## config.mk

```make
export PLATFORM = sky130hd
export DESIGN_NAME = sgma_cell
export DESIGN_NICKNAME = d
export VERILOG_FILES = /design/src/hdl/sgma_pkg.sv /design/src/hdl/sgma_cell.sv
export SDC_FILE = /design/constraint.sdc
export NUM_CORES = 1
export LEC_CHECK = 0
export BUFFER_PORTS_ARGS = -buffer_cell sky130_fd_sc_hd__buf_2
export CORE_MARGIN = 2
export CORE_UTILIZATION = 45
export CTS_CLUSTER_DIAMETER = 120
export DETAILED_ROUTE_END_ITERATION = 8
export PLACE_DENSITY = 0.81
export SYNTH_ARGS = -nofsm -noshare
export SYNTH_HDL_FRONTEND = slang
export SYNTH_SLANG_ARGS = --single-unit
```

## constraint.sdc

```tcl
create_clock -name aclk -period 5.5 [get_ports aclk]
set_clock_uncertainty 0.1 [all_clocks]
set_input_delay 1.1 -clock aclk [delete_from_list [all_inputs] [get_ports aclk]]
set_output_delay 1.1 -clock aclk [all_outputs]
set_load 0.01 [all_outputs]
```

## src/hdl/sgma_pkg.sv

```systemverilog
package sgma_pkg;

    localparam int MaxWidthDefault = 4096;
    localparam int MaxHeight = 4096;
    localparam int CordicSteps = 16;
    localparam int GradW = 11;
    localparam int AbsW = 10;
    localparam int SqW = 21;
    localparam int MagW = SqW;
    localparam int CorW = 30;
    localparam int ZW = 19;
    localparam int PiQ16 = 205887;
    localparam int HalfPiQ16 = 102944;

    localparam logic [1:0] RegWidth = 2'd0;
    localparam logic [1:0] RegHeight = 2'd1;

    typedef struct packed {
        logic valid;
        logic last;
        logic gx_neg;
        logic gy_neg;
        logic [7:0] ax_sat;
        logic [7:0] ay_sat;
        logic [AbsW-1:0] ax;
        logic [AbsW-1:0] ay;
    } grad_t;

    typedef struct packed {
        logic valid;
        logic last;
        logic gx_neg;
        logic gy_neg;
        logic special;
        logic [ZW-1:0] special_z;
        logic [7:0] ax_sat;
        logic [7:0] ay_sat;
        logic [SqW-1:0] rem;
        logic [MagW-1:0] root;
        logic signed [CorW-1:0] x;
        logic signed [CorW-1:0] y;
        logic signed [ZW:0] z;
    } cell_t;

    function automatic logic [ZW:0] atan_q16(input logic [4:0] i);
        logic [ZW:0] v;
        unique case (i)
            5'd0: v = 20'd51472;
            5'd1: v = 20'd30385;
            5'd2: v = 20'd16055;
            5'd3: v = 20'd8150;
            5'd4: v = 20'd4091;
            5'd5: v = 20'd2047;
            5'd6: v = 20'd1024;
            5'd7: v = 20'd512;
            5'd8: v = 20'd256;
            5'd9: v = 20'd128;
            5'd10: v = 20'd64;
            5'd11: v = 20'd32;
            5'd12: v = 20'd16;
            5'd13: v = 20'd8;
            5'd14: v = 20'd4;
            5'd15: v = 20'd2;
            default: v = '0;
        endcase
        return v;
    endfunction

endpackage

```

## src/hdl/sgma_cell.sv

```systemverilog
module sgma_cell #(
    parameter int Step = 0
) (
    input  logic              aclk,
    input  logic              aresetn,
    input  logic              advance,
    input  sgma_pkg::cell_t   cell_in,
    output sgma_pkg::cell_t   cell_out
);

    localparam logic [4:0] StepIdx = 5'(Step);
    localparam logic [sgma_pkg::SqW-1:0] Bit =
        (Step <= 10) ? sgma_pkg::SqW'(1) << (2 * (10 - Step)) : '0;

    sgma_pkg::cell_t cell_reg;
    sgma_pkg::cell_t cell_next;

    always_comb begin
        logic signed [sgma_pkg::CorW-1:0] dx;
        logic signed [sgma_pkg::CorW-1:0] dy;
        logic [sgma_pkg::SqW-1:0] trial;
        cell_next = cell_in;
        trial = '0;
        dx = cell_in.y >>> StepIdx;
        dy = cell_in.x >>> StepIdx;
        if (!cell_in.y[sgma_pkg::CorW-1]) begin
            cell_next.x = cell_in.x + dx;
            cell_next.y = cell_in.y - dy;
            cell_next.z = cell_in.z + sgma_pkg::atan_q16(StepIdx);
        end else begin
            cell_next.x = cell_in.x - dx;
            cell_next.y = cell_in.y + dy;
            cell_next.z = cell_in.z - sgma_pkg::atan_q16(StepIdx);
        end
        if (Step <= 10) begin
            trial = sgma_pkg::SqW'(cell_in.root) + Bit;
            if (cell_in.rem >= trial) begin
                cell_next.rem = cell_in.rem - trial;
                cell_next.root = sgma_pkg::MagW'((sgma_pkg::SqW'(cell_in.root) >> 1) + Bit);
            end else begin
                cell_next.root = cell_in.root >> 1;
            end
        end
    end

    always_ff @(posedge aclk) begin
        if (!aresetn) begin
            cell_reg.valid <= 1'b0;
        end else if (advance) begin
            cell_reg.valid <= cell_next.valid;
        end
        if (advance) begin
            cell_reg.last <= cell_next.last;
            cell_reg.gx_neg <= cell_next.gx_neg;
            cell_reg.gy_neg <= cell_next.gy_neg;
            cell_reg.special <= cell_next.special;
            cell_reg.special_z <= cell_next.special_z;
            cell_reg.ax_sat <= cell_next.ax_sat;
            cell_reg.ay_sat <= cell_next.ay_sat;
            cell_reg.rem <= cell_next.rem;
            cell_reg.root <= cell_next.root;
            cell_reg.x <= cell_next.x;
            cell_reg.y <= cell_next.y;
            cell_reg.z <= cell_next.z;
        end
    end

    assign cell_out = cell_reg;

endmodule

```

==> results of run 1 <==
power breakdown:
| group | switching [W] | internal (W) |
|---|---|---|
| Clock | 0.000626 | 0.000631 |
| Combinational | 0.000708 | 0.000467 |
| Sequential | 0.0000426 | 0.00155 |
| Total | 0.00138 | 0.00265 |
cells by family after synthesis:
family / after synthesis / share of synthesized area
AOI/OAI and AO/OA: 352 / 0.192
muxes: 16 / 0.0136
and+or+nand+nor: 284 / 0.114
adders and majority gates: 136 / 0.148
xor gates and xnor gates: 89 / 0.0664
buffers and inverters: 167 / 0.0547
DFF: 161 / 0.411
layer usage:
metal,GRT usage,part of all wire
met5,0,0
met4,0.110,0.033
met3,0.0472,0.078
met2,0.436,0.50
met1,0.284,0.39
how the worst min path moves through the flow:
| stage | start | endpoint | slack (ns) | depth (start not counted) |
|---|---|---|---|---|
| after floorplan | cell_out[161]$_SDFFE_PN0P_ | cell_out[161]$_SDFFE_PN0P_ | 0.44 | 2 |
| after global placement | cell_out[161]$_SDFFE_PN0P_ | cell_out[161]$_SDFFE_PN0P_ | 0.42 | 2 |
| after detailed placement | cell_out[161]$_SDFFE_PN0P_ | cell_out[161]$_SDFFE_PN0P_ | 0.46 | 2 |
| after CTS | cell_out[161]$_SDFFE_PN0P_ | cell_out[161]$_SDFFE_PN0P_ | 0.48 | 2 |
| after global routing | cell_out[161]$_SDFFE_PN0P_ | cell_out[161]$_SDFFE_PN0P_ | 0.51 | 2 |
| final | cell_out[161]$_SDFFE_PN0P_ | cell_out[161]$_SDFFE_PN0P_ | 0.48 | 2 |
final cells by class:
cell class	count	area, um2
well taps	335	419
repair buffers	332	1680
inverters	120	450
flip-flops and latches	161	4820
multi-input cells	877	6280
clock buffers	17	425
fillers	2338	11500
diodes	5	12.5
clock inverters	15	196
cell usage after synthesis (11+ instances only):
master    count
ha_1        131
a31oi_1      11
nand2_1      79
o21bai_1     15
nand3_1      13
o21ai_0      92
xnor2_1      70
a21o_1       34
xor2_1       19
a21oi_1     101
edfxtp_1    160
nor2b_1      15
nand4_1      13
clkbuf_1     34
nor2_1       86
mux2i_1      16
o31ai_1      12
inv_1       117
nand2b_1     20
nor3_1       22
o21a_1       15
critical path: stages:
cell	delay [ns]
buf_2	0.11
inv_1	0.05
ha_1	0.50
clkinv_1	0.29
a2111oi_0	0.43
o22ai_1	0.12
a211oi_1	0.44
a31oi_1	0.18
o21ai_0	0.42
a221oi_1	0.21
o21ai_0	0.20
o21ai_0	0.12
xnor2_1	0.16
through the flow:
| stage | hold WS, ns | worst slack [ns] | util |
|---|---|---|---|
| finish | 0.477 | 1.24 | 0.553 |
| global route | 0.510 | 0.995 | 0.553 |
| CTS | 0.481 | 1.35 | 0.553 |
| detailed placement | 0.464 | 0.895 | 0.528 |
| global placement | 0.420 | 0.990 | 0.528 |
| floorplan | 0.438 | 1.55 | - |
==> metrics.txt, run 1 <==
status=finished clean; CP endpoint kind=flip-flop; Post-CTS Setup Bufs=0; worst endpoint data arrival time=between 4 and 5 ns; cts-stage hold buffer count=0; Critical Path Fanout Max=10; Power, Total=about 0.004 W; largest net degree at the start of global routing=between 100 and 150; Routed Antenna Nets=0; CTS clk-pin slew, worst paths=0.07 ns; clk sinks=around 160; Pwr Density=around 280 mW/mm2; Area Growth Syn to Fin=21.7%; max-cap viol count=0; max reg flops=161; sequential share of the synthesized area=0.411; Non-Filler Instances=1862; placed instance count=1825; leakage=6.58 nW; first-pass GRT wire length=51700 um; ys async rst share=0; final period utilization=0.775; DRT Pass-1 Iters=7; Die Span Y=166 um; vias in the first global route=~10000; Final Cell Area=roughly 0.014 mm2; Slew headroom=0.315; share of cells above drive strength 1=0.249; minimum clock period=4.26 ns; die area=0.0274 mm2; quantity of gates resized following cts=0; RSZ-0062 raised after global routing=false; most frequent cells in the layout=buf_2, edfxtp_1, ha_1, inv_1, a21oi_1; via-per-instance ratio=5.55; Remaining DRCs=0; Post-synth EDFFs=160; Vias=10300; Tot GR Track Use=0.245; WS Path Type=input pin to flip-flop; Clock Path Buffers=2; Post-Route WL=about 35000 um; Fmax=approximately 230 MHz; hold crit path type=flip-flop to flip-flop; Synth top area share=0.409; CTS tree=yes; Finish-stage setup viols=0; largest area contributor in the netlist=edfxtp_1; grt ovf=0; Skew-Pair Late Insertion Delay=0.42 ns; total core area=0.0258 mm2; Final Hold Vio Count=0; Mapped Nets=between 1500 and 2000; Synth Flop Type=edfxtp_1; total CTS buffers=17; placer congestion estimate=around 0.94; clk root buf=clkbuf_16; placed wire-length estimate=26900 um; required time worst endpoint=5.57 ns; initial drt markers=876; reg2reg start=cell_out[161]$_SDFFE_PN0P_; synth warn=0; Worst Setup EP=cell_out[46]$_DFFE_PP_; #FFs+latches synth=161; die width=between 150 and 200 um; # rows=59; Starting Density=0.454; FF-to-FF setup slack=4.74 ns; commonest non-fill, non-tap cell in the layout=buf_2; post-synth cell types=70; Cell Area, Synth=0.0117 mm2; Avg Cell Area, Syn=9.74 um2; Peak VDD IR=~230 uV; Slew @ Worst Pin=1.03 ns; critical path launch point=cell_in[33]; top cells by area, synth=edfxtp_1, ha_1, xnor2_1, a21oi_1, o21ai_0; I/O pin cnt=around 330; Buffers on Ports=between 300 and 400; H-tree levels=4; r2r endpoint=cell_out[161]$_SDFFE_PN0P_; Layout Nets=~1800; number of antenna violations at the first check in global routing=5; placed cell area=approximately 0.014 mm2; setup TNS=0 ns; Mapped Cells=1205; FF-to-FF path depth=2; startpoint class of the critical path=input pin; routed wire length per instance=18.7 um; max-slew violations=0
No activity file was read; power rests on OpenSTA's default activity.
==> run 2: changes to the inputs <==
--- a/config.mk
+++ b/config.mk
@@ -5,12 +5,13 @@
 export SDC_FILE = /design/constraint.sdc
 export NUM_CORES = 1
 export LEC_CHECK = 0
+export ABC_AREA = 1
 export BUFFER_PORTS_ARGS = -buffer_cell sky130_fd_sc_hd__buf_2
 export CORE_MARGIN = 2
 export CORE_UTILIZATION = 45
 export CTS_CLUSTER_DIAMETER = 120
 export DETAILED_ROUTE_END_ITERATION = 8
-export PLACE_DENSITY = 0.81
+export PLACE_DENSITY = 0.82
 export SYNTH_ARGS = -nofsm -noshare
 export SYNTH_HDL_FRONTEND = slang
 export SYNTH_SLANG_ARGS = --single-unit
==> constraint.sdc (replaced) <==
create_clock -name aclk -period 3.8 [get_ports aclk]
set_clock_uncertainty 0.1 [all_clocks]
set_input_delay 0.76 -clock aclk [delete_from_list [all_inputs] [get_ports aclk]]
set_output_delay 0.76 -clock aclk [all_outputs]
set_load 0.01 [all_outputs]
==> run 2 against run 1 <==
  * Register-to-register slack worse by 1.7 ns
  * Utilization fell by 1.3 points
  * Worst hold slack worse by 0.080 ns
  * Via count increased by 38%
  * Flip-flop and latch count stayed put
  * Combinational power up 69%
  * Critical path type unchanged
  * Critical endpoint is now cell_out[76]$_DFFE_PP_
  * Highest routed layer unchanged
==> metrics.txt, run 2 <==
status=finished clean (unchanged); placer congestion estimate=1.00 (was 0.943); Synth Flop Type=edfxtp_1 (unchanged); Slew @ Worst Pin=0.709 ns (was 1.03 ns); Critical Path Fanout Max=11 (was 10); top cells by area, synth=edfxtp_1, nand2_1, ha_1, inv_1, nand3_1 (was edfxtp_1, ha_1, xnor2_1, a21oi_1, o21ai_0); placed wire-length estimate=37600 um (was 26900 um); Avg Cell Area, Syn=7.20 um2 (was 9.74 um2); commonest non-fill, non-tap cell in the layout=nand2_1 (was buf_2); clk root buf=clkbuf_16 (unchanged); Finish-stage setup viols=0 (unchanged); final core occ=0.540 (was 0.553); Area Growth Syn to Fin=18.0% (was 21.7%); Fillers=3014 (was 2338); minimum clock period=2.72 ns; WS Path Type=input pin to flip-flop (unchanged); DRT Pass-1 Iters=6 (was 7); post-synthesis mux area share=0.00143 (was 0.0136); most frequent cells after synthesis=nand2_1, inv_1, edfxtp_1 (was edfxtp_1, ha_1, inv_1); initial drt markers=1223 (was 876); RSZ-0062 raised after global routing=false (unchanged); CP endpoint kind=flip-flop (unchanged); Tot GR Track Use=0.275 (was 0.245); via-per-instance ratio=5.34 (was 5.55); most frequent cell after synthesis=nand2_1 (was edfxtp_1); dpl ws=0.670 ns (was 0.895 ns); Post-synth EDFFs=160 (unchanged); Slew headroom=0.528 (was 0.315); vias in the first global route=13500 (was 9903); Synth top area share=0.342 (was 0.409); Mapped Cells=1950 (was 1205); setup TNS=0 ns (unchanged); largest net degree at the start of global routing=69 (was 111); max-cap viol count=0 (unchanged); slowest cell on the critical path=ha_1 (unchanged); setup ws final=1.08 ns (was 1.24 ns); max-slew violations=0 (unchanged); Synth Area in XOR/XNOR=0.0306 (was 0.0664); #FFs+latches synth=161 (unchanged); Post-CTS Setup Bufs=0 (unchanged); Starting Density=0.458 (was 0.454); worst-path cell chain=buf_2 > inv_1 > ha_1 > nand2_1 > nor2_1 > inv_1 > nor2_1 > nand2_1 > nand3_1 > nand2_1 > nand3_1 > nand2_1 > nand3_1 > nand2_1 (was buf_2 > inv_1 > ha_1 > clkinv_1 > a2111oi_0 > o22ai_1 > a211oi_1 > a31oi_1 > o21ai_0 > a221oi_1 > o21ai_0 > o21ai_0 > xnor2_1); hold crit path type=input pin to flip-flop (was flip-flop to flip-flop); Fmax=368 MHz; Non-Filler Instances=2665 (was 1862); CTS clk-pin slew, worst paths=0.08 ns (was 0.07 ns); worst endpoint data arrival time=2.81 ns (was 4.33 ns); die width=181 um (was 166 um); number of antenna violations at the first check in global routing=1 (was 5); Layout Nets=2556 (was 1810); startpoint class of the critical path=input pin (unchanged); synth warn=0 (unchanged); grt ovf=0 (unchanged); quantity of gates resized following cts=0 (unchanged); Clock Path Buffers=2 (unchanged); Skew-Pair Late Insertion Delay=0.43 ns (was 0.42 ns); final period utilization=0.715; required time worst endpoint=3.89 ns (was 5.57 ns); Peak VDD IR=314 uV (was 229 uV); Worst path top cell family by delay=simple AND/OR/NAND/NOR gates (was compound AO/OA/AOI/OAI gates); clk sinks=161 (unchanged); first-pass GRT wire length=70600 um (was 51700 um); Power, Total=0.00616 W (was 0.00403 W); Routed Antenna Nets=0 (unchanged); Synth Area in Adders=0.124 (was 0.148); I/O pin cnt=327 (unchanged); sequential share of the synthesized area=0.344 (was 0.411); die area=0.0326 mm2 (was 0.0274 mm2); main combinational cell family by area after synthesis=simple AND/OR/NAND/NOR gates (was compound AO/OA/AOI/OAI gates); post-synthesis compound-gate area fraction=0.0973 (was 0.192); Die Span Y=181 um (was 166 um); H-tree levels=4 (unchanged); # rows=64 (was 59); total CTS buffers=17 (unchanged); largest area contributor in the netlist=edfxtp_1 (unchanged); cts-stage hold buffer count=0 (unchanged); most frequent cells in the layout=nand2_1, buf_2, inv_1, edfxtp_1, nand3_1 (was buf_2, edfxtp_1, ha_1, inv_1, a21oi_1); share of cells above drive strength 1=0.182 (was 0.249); Mapped Nets=2251 (was 1506); CTS tree=yes (unchanged); max reg flops=161 (unchanged); total core area=0.0307 mm2 (was 0.0258 mm2); Vias=14200 (was 10300); CP peak stage delay=0.51 ns (was 0.50 ns); worst path bufs/invs=3 (unchanged); Pwr Density=371 mW/mm2 (was 282 mW/mm2); CP most frequent cell=nand2_1 (was o21ai_0); simple-gate share of the synthesized area=0.297 (was 0.114); Post-Route WL=46100 um (was 34700 um); Final Hold Vio Count=0 (unchanged); placed instance count=2632 (was 1825); post-synth cell types=46 (was 70); Buffers on Ports=326 (unchanged); Remaining DRCs=0 (unchanged); leakage=8.70 nW (was 6.58 nW); ys async rst share=0 (unchanged); routed wire length per instance=17.3 um (was 18.7 um); Cell Area, Synth=0.0140 mm2 (was 0.0117 mm2)
==> run 2: final timing paths <==
check	startpoint	slack (ns)	to	cells past startpoint
hold reg to reg	cell_out[161]$_SDFFE_PN0P_	0.48	cell_out[161]$_SDFFE_PN0P_	2
setup reg to reg	cell_out[161]$_SDFFE_PN0P_	3.01	cell_out[161]$_SDFFE_PN0P_	2
hold / removal	cell_in[124]	0.40	cell_out[124]$_DFFE_PP_	1
setup / recovery	cell_in[29]	1.08	cell_out[76]$_DFFE_PP_	14
==> run 2: metrics by stage <==
step / area [um2] / hold WS (ns)
finish: 16600 / 0.398
global route: 16600 / 0.378
CTS: 16600 / 0.392
detailed placement: 16000 / 0.464
global placement: 16000 / 0.434
floorplan: 14000 / 0.455
==> run 2: cell type report <==
cell class	count	area, um2	area share
inverters	327	1230	0.0742
multi-input cells	1418	7720	0.466
diodes	1	2.50	0.000151
flip-flops and latches	161	4820	0.291
clock buffers	19	443	0.0267
repair buffers	330	1680	0.101
well taps	396	495	0.0299
clock inverters	13	175	0.0106
==> run 2: logic make-up after synthesis <==
family / count (synthesis)
compound gates: 243
fa+ha+maj: 136
xor+xnor: 49
mux: 2
flops: 161
simple gates: 988
buf+inv: 371
==> run 2: where the power goes <==
part           total, W  switching, W  leakage, nW  internal (W)
Clock           0.00186      0.000789        0.301       0.00107
Sequential      0.00230     0.0000715         1.57       0.00222
Combinational   0.00200       0.00132         6.83      0.000683
==> run 2: layer usage <==
metal | global-route usage | part of all wire
met2 | 0.470 | 0.47
met4 | 0.153 | 0.057
met1 | 0.333 | 0.40
met5 | 0 | 0
met3 | 0.0372 | 0.069
